`config.mk`:
```
export PLATFORM = sky130hd
export DESIGN_NAME = tpac_sqrt
export DESIGN_NICKNAME = d
export VERILOG_FILES = /design/src/hw/rtl/tpac_sqrt_cell.sv /design/src/hw/rtl/tpac_sqrt.sv
export SDC_FILE = /design/constraint.sdc
export NUM_CORES = 1
export LEC_CHECK = 0
export BUFFER_PORTS_ARGS = -buffer_cell sky130_fd_sc_hd__buf_2
export CORE_ASPECT_RATIO = 1.25
export CORE_MARGIN = 2
export CORE_UTILIZATION = 41
export DETAILED_ROUTE_END_ITERATION = 7
export PLACE_DENSITY = 0.65
export SLEW_MARGIN = 20
export SYNTH_ARGS = -nofsm -noshare
export SYNTH_HDL_FRONTEND = slang
export SYNTH_SLANG_ARGS = --single-unit
```
`constraint.sdc`:
```
create_clock -name clk -period 2.7 [get_ports clk]
set_clock_uncertainty 0.2 [all_clocks]
set_input_delay 0.135 -clock clk [delete_from_list [all_inputs] [get_ports clk]]
set_output_delay 0.135 -clock clk [all_outputs]
set_load 0.05 [all_outputs]
```
`src/hw/rtl/tpac_sqrt_cell.sv`:
```
`default_nettype none
module tpac_sqrt_cell #(
  parameter int RW    = 17,
  parameter int LANES = 1,
  parameter int TW    = 1
) (
  input  wire logic                            clk,
  input  wire logic                            rst_n,
  input  wire logic                            en,
  input  wire logic [LANES-1:0][2*RW-1:0]      rad_i,
  input  wire logic [LANES-1:0][RW:0]          rem_i,
  input  wire logic [LANES-1:0][RW-1:0]        q_i,
  input  wire logic [TW-1:0]                   tag_i,
  output logic      [LANES-1:0][2*RW-1:0]      rad_o,
  output logic      [LANES-1:0][RW:0]          rem_o,
  output logic      [LANES-1:0][RW-1:0]        q_o,
  output logic      [TW-1:0]                   tag_o
);

  logic [LANES-1:0][RW+2:0]   rem_sh;
  logic [LANES-1:0][RW+2:0]   trial;
  logic [LANES-1:0][RW+2:0]   diff;
  logic [LANES-1:0]           ge;
  logic [LANES-1:0][2*RW-1:0] rad_nxt;
  logic [LANES-1:0][RW:0]     rem_nxt;
  logic [LANES-1:0][RW-1:0]   q_nxt;
  logic [LANES-1:0][2*RW-1:0] rad_r;
  logic [LANES-1:0][RW:0]     rem_r;
  logic [LANES-1:0][RW-1:0]   q_r;
  logic [TW-1:0]              tag_r;

  // one root bit per cell: bring down two radicand bits, try 4q+1
  always_comb begin
    for (int l = 0; l < LANES; l++) begin
      rem_sh[l]  = {rem_i[l], rad_i[l][2*RW-1 -: 2]};
      trial[l]   = {1'b0, q_i[l], 2'b01};
      diff[l]    = rem_sh[l] - trial[l];
      ge[l]      = rem_sh[l] >= trial[l];
      rem_nxt[l] = ge[l] ? diff[l][RW:0] : rem_sh[l][RW:0];
      q_nxt[l]   = {q_i[l][RW-2:0], ge[l]};
      rad_nxt[l] = {rad_i[l][2*RW-3:0], 2'b00};
    end
  end

  always_ff @(posedge clk) begin
    if (en) begin
      rad_r <= rad_nxt;
      rem_r <= rem_nxt;
      q_r   <= q_nxt;
    end
  end

  always_ff @(posedge clk) begin
    if (!rst_n) begin
      tag_r <= '0;
    end else if (en) begin
      tag_r <= tag_i;
    end
  end

  assign rad_o = rad_r;
  assign rem_o = rem_r;
  assign q_o   = q_r;
  assign tag_o = tag_r;

endmodule
`default_nettype wire

```
`src/hw/rtl/tpac_sqrt.sv`:
```
`default_nettype none
module tpac_sqrt #(
  parameter int RW    = 17,
  parameter int LANES = 1,
  parameter int TW    = 1
) (
  input  wire logic                       clk,
  input  wire logic                       rst_n,
  input  wire logic                       en,
  input  wire logic [LANES-1:0][2*RW-1:0] rad_i,
  input  wire logic [TW-1:0]              tag_i,
  output logic      [LANES-1:0][RW-1:0]   root_o,
  output logic      [TW-1:0]              tag_o
);

  logic [RW:0][LANES-1:0][2*RW-1:0] rad_w;
  logic [RW:0][LANES-1:0][RW:0]     rem_w;
  logic [RW:0][LANES-1:0][RW-1:0]   q_w;
  logic [RW:0][TW-1:0]              tag_w;

  assign rad_w[0] = rad_i;
  assign rem_w[0] = '0;
  assign q_w[0]   = '0;
  assign tag_w[0] = tag_i;

  for (genvar k = 0; k < RW; k++) begin : g_cell
    tpac_sqrt_cell #(.RW(RW), .LANES(LANES), .TW(TW)) u_cell (
      .clk   (clk),
      .rst_n (rst_n),
      .en    (en),
      .rad_i (rad_w[k]),
      .rem_i (rem_w[k]),
      .q_i   (q_w[k]),
      .tag_i (tag_w[k]),
      .rad_o (rad_w[k+1]),
      .rem_o (rem_w[k+1]),
      .q_o   (q_w[k+1]),
      .tag_o (tag_w[k+1])
    );
  end

  assign root_o = q_w[RW];
  assign tag_o  = tag_w[RW];

endmodule
`default_nettype wire

```
==> flow_metrics.env <==
export IMPL_cts_buffer_depth=3
export IMPL_min_path_cells=2
export IMPL_portBuffers=55
export IMPL_hold_viol=0
export IMPL_ys_seq_area_share_pct=65.39
export IMPL_synth_avg_cell_area_sq_um=13.35
export IMPL_cts_root_buf="clkbuf_16"
export IMPL_grt_pass1_vias=21480
export IMPL_vias=20380
export IMPL_dp_cells=3770
export IMPL_ys_warn_count=0
export IMPL_min_to="g_cell[0].u_cell.rad_o[3]$_DFFE_PP_"
export IMPL_synth_edff_count=693
export IMPL_synth_adder_area_share_pct=6.615
export IMPL_synth_most_common_cell="edfxtp_1"
export IMPL_syn_inst=2423
export IMPL_cellPowerDensity_nw_per_um2=731.0
export IMPL_dp_hpwl_microns=43060
export IMPL_post_drt_wl_per_cell_microns=15.55
export IMPL_r2r_cells=8
export IMPL_slew_violations=0
export IMPL_dpl_worst_slack_ns=-0.5014
export IMPL_crit_fanout=3
export IMPL_required_ns=2.87
export IMPL_yosys_area_share_simple_pct=9.052
export IMPL_synth_xor_xnor_area_share_pct=5.470
export IMPL_hold_worst_slack_ns=0.03348
export IMPL_gp_congestion=0.8695
export IMPL_die_w_microns=255.2
export IMPL_antenna_found_initial=0
export IMPL_instances_no_fill=4036
export IMPL_drc=0
export IMPL_synthTopCellsByCount="edfxtp_1 (693), inv_1 (209), ha_1 (171), a21oi_1 (154), nor2_1 (154)"
export IMPL_stdcell_area_sq_um=40910
export IMPL_synth_top_family_by_area="simple AND/OR/NAND/NOR gates"
export IMPL_synth_seq_cells=710
export IMPL_setup_ws_ns=-0.1540
export IMPL_tightest_slew_ns=0.6036
export IMPL_crit_slowest_cell="a221o_1"
export IMPL_crit_chain="ha_2, or3_1, o22a_1, o221a_1, a221o_1, a21oi_2, xnor2_1, mux2_4"
export IMPL_ant_nets=0
export IMPL_drt_wl_total_microns=62780
export IMPL_grt_max_degree=108
export IMPL_synthMuxAreaShare_pct=1.768
export IMPL_relSlewSlack_pct=59.76
export IMPL_netlist_area_sq_um=32340
export IMPL_first_iter_violations=1085
export IMPL_min_from="rad_i[1]"
export IMPL_synth_flop_cell="edfxtp_1"
export IMPL_synth_top_cell_by_area="edfxtp_1"
export IMPL_cts_max_level=3
export IMPL_violations="negative setup slack"
export IMPL_rows=115
export IMPL_setup_viol=20
export IMPL_diodes=0
export IMPL_clkTransAtPathRegs_ns=0.06
export IMPL_cts_buffers=75
export IMPL_period_share_pct=105.7
export IMPL_outcome="finished with violations"
export IMPL_ios=56
export IMPL_fmax_mhz=350.4
export IMPL_cts_tree="done"
export IMPL_hold_path_class="input pin to flop"
export IMPL_area_growth_pct=26.49
export IMPL_nNetsFinal=3139
export IMPL_rr_endpoint="g_cell[13].u_cell.rem_o[11]$_DFFE_PP_"
export IMPL_vias_per_cell=5.049
export IMPL_synth_cell_types=76
export IMPL_place_area_sq_um=36060
export IMPL_dieArea_sq_um=81170
export IMPL_r2r_start="g_cell[12].u_cell.rem_o[0]$_DFFE_PP_"
export IMPL_cpPeakStageDelay_ns=0.43
export IMPL_p_leak_nw=16.12
export IMPL_start_util_pct=41.25
export IMPL_drive_gt1_share_pct=24.61
export IMPL_coreArea_sq_um=78420
export IMPL_synth_async_reset_ratio_pct=0
export IMPL_grt_pass1_wl_microns=100500
export IMPL_synth_area_leaders="edfxtp_1 (64%), ha_1 (6.6%), xnor2_1 (3.0%), xor2_1 (2.4%), inv_1 (2.4%)"
export IMPL_irDropWorstVdd_mv=0.6127
export IMPL_overflow=0
export IMPL_r2r_slack_ns=-0.15
export IMPL_rsz0062_at_grt="true"
export IMPL_fillers=6403
export IMPL_start_kind="flop"
export IMPL_clock_latency_ns=0.62
export IMPL_grt_total_usage_pct=15.28
export IMPL_fin_crit_ns=2.854
export IMPL_syn_num_nets=2632
export IMPL_worst_ep_arrival_time_ns=3.03
export IMPL_synth_compound_area_share_pct=8.816
export IMPL_firstDrtPassIters=5
export IMPL_die_y_microns=318.0
export IMPL_synth_top_area_share_pct=64.34
export IMPL_maxCapViolations=0
export IMPL_path_class="flop to flop"
export IMPL_cp_end_kind="flop"
export IMPL_numClockSinks=710
logic make-up after synthesis:
kind of cell	count (synthesis)
AND/OR/NAND/NOR	583
buffers and inverters	245
AO/OA/AOI/OAI	458
adder cells (fa/ha/maj)	171
other	1
multiplexers	53
XOR/XNOR	202
flip-flops	710
per-layer routing:
layer / track usage, % / up-vias / wire, microns
li1: - / 9958 / -
met5: 0 / - / 0
met3: 2.677 / 183 / 2193
met1: 14.37 / 9825 / 21720
met2: 30.37 / 410 / 35720
met4: 8.265 / 0 / 3141
power breakdown:
part | leakage [nW] | switching (mW) | internal [mW]
sequential | 6.77 | 0.653 | 13.6
clock | 1.14 | 4.11 | 5.67
combinational | 8.21 | 2.91 | 2.97
total | 16.1 | 7.68 | 22.2
cell usage in the layout (no fill, tap or decap), drive strengths merged, types with 15 or more instances in the layout:
master / netlist / routed
o21ai: 109 / 109
a211oi: 17 / 17
nor2: 154 / 154
nor2b: 49 / 49
clkinv: 0 / 27
buf: 9 / 404
ha: 171 / 171
nor4: 22 / 22
nand3: 39 / 39
o21a: 32 / 32
or4: 15 / 15
and3: 16 / 16
inv: 211 / 216
edfxtp: 693 / 693
clkbuf: 25 / 92
nor3: 58 / 58
dlygate4sd3: 0 / 60
nand2b: 29 / 29
mux2i: 23 / 23
a21oi: 155 / 155
nand4: 23 / 23
nand2: 117 / 117
dfxtp: 17 / 17
or3: 19 / 19
xnor2: 112 / 112
a21o: 48 / 48
xor2: 90 / 90
mux2: 30 / 30
repair_timing:
action                                  4_1_cts  5_1_grt
hold buffers                                 60        0
gates resized for setup                     108      157
setup buffers                                30       48
gates cloned                                  1        0
endpoints found under the setup margin      148      177
hold endpoints to repair                    253        0
pin swaps                                    53       71
worst max-delay path by stage:
stage                                    startpoint                                    end  slack [ns]
2_1_floorplan  g_cell[12].u_cell.rem_o[2]$_DFFE_PP_  g_cell[13].u_cell.rem_o[11]$_DFFE_PP_       0.008
3_5_place_dp     g_cell[14].u_cell.q_o[3]$_DFFE_PP_  g_cell[15].u_cell.rem_o[17]$_DFFE_PP_       -0.50
4_1_cts        g_cell[12].u_cell.rem_o[0]$_DFFE_PP_  g_cell[13].u_cell.rem_o[11]$_DFFE_PP_       -0.25
6_report       g_cell[12].u_cell.rem_o[0]$_DFFE_PP_  g_cell[13].u_cell.rem_o[11]$_DFFE_PP_       -0.15
3_3_place_gp   g_cell[14].u_cell.rem_o[3]$_DFFE_PP_  g_cell[15].u_cell.rem_o[17]$_DFFE_PP_       -0.42
5_1_grt          g_cell[14].u_cell.q_o[3]$_DFFE_PP_  g_cell[15].u_cell.rem_o[17]$_DFFE_PP_       -0.26
worst max-delay path, delay by kind of cell (launching register included):
kind | cells | cell delay (ns)
AO/OA/AOI/OAI | 4 | 1.11
multiplexers | 1 | 0.26
AND/OR/NAND/NOR | 1 | 0.37
XOR/XNOR | 1 | 0.08
flip-flops | 1 | 0.40
adder cells (fa/ha/maj) | 1 | 0.20
flip-flops by register name (all words and copies together), names as in the netlist:
signal	count
g_cell.u_cell.rem_o	268
g_cell.u_cell.rad_o	272
g_cell.u_cell.q_o	153
g_cell.u_cell.tag_o	17
cell type report:
type / count / area, sq um / share of cell area [%]
repair buffers: 464 / 3794 / 9.272
inverters: 211 / 792.0 / 1.936
well taps: 1053 / 1318 / 3.220
clock buffers: 92 / 2004 / 4.899
multi-input cells: 1468 / 11530 / 28.18
clock inverters: 38 / 325.3 / 0.7951
flip-flops and latches: 710 / 21150 / 51.69
metrics by stage:
stage / util (%) / total power, mW / setup TNS, ns
final: 52.17 / 29.91 / -1.036
after CTS: 50.73 / 29.72 / -2.794
after detailed placement: 45.98 / 19.38 / -18.75
after global placement: 45.98 / 19.17 / -11.63
after floorplan: - / 17.41 / 0
after global routing: 52.17 / 31.32 / -3.343
No activity file was read; power rests on OpenSTA's default activity.
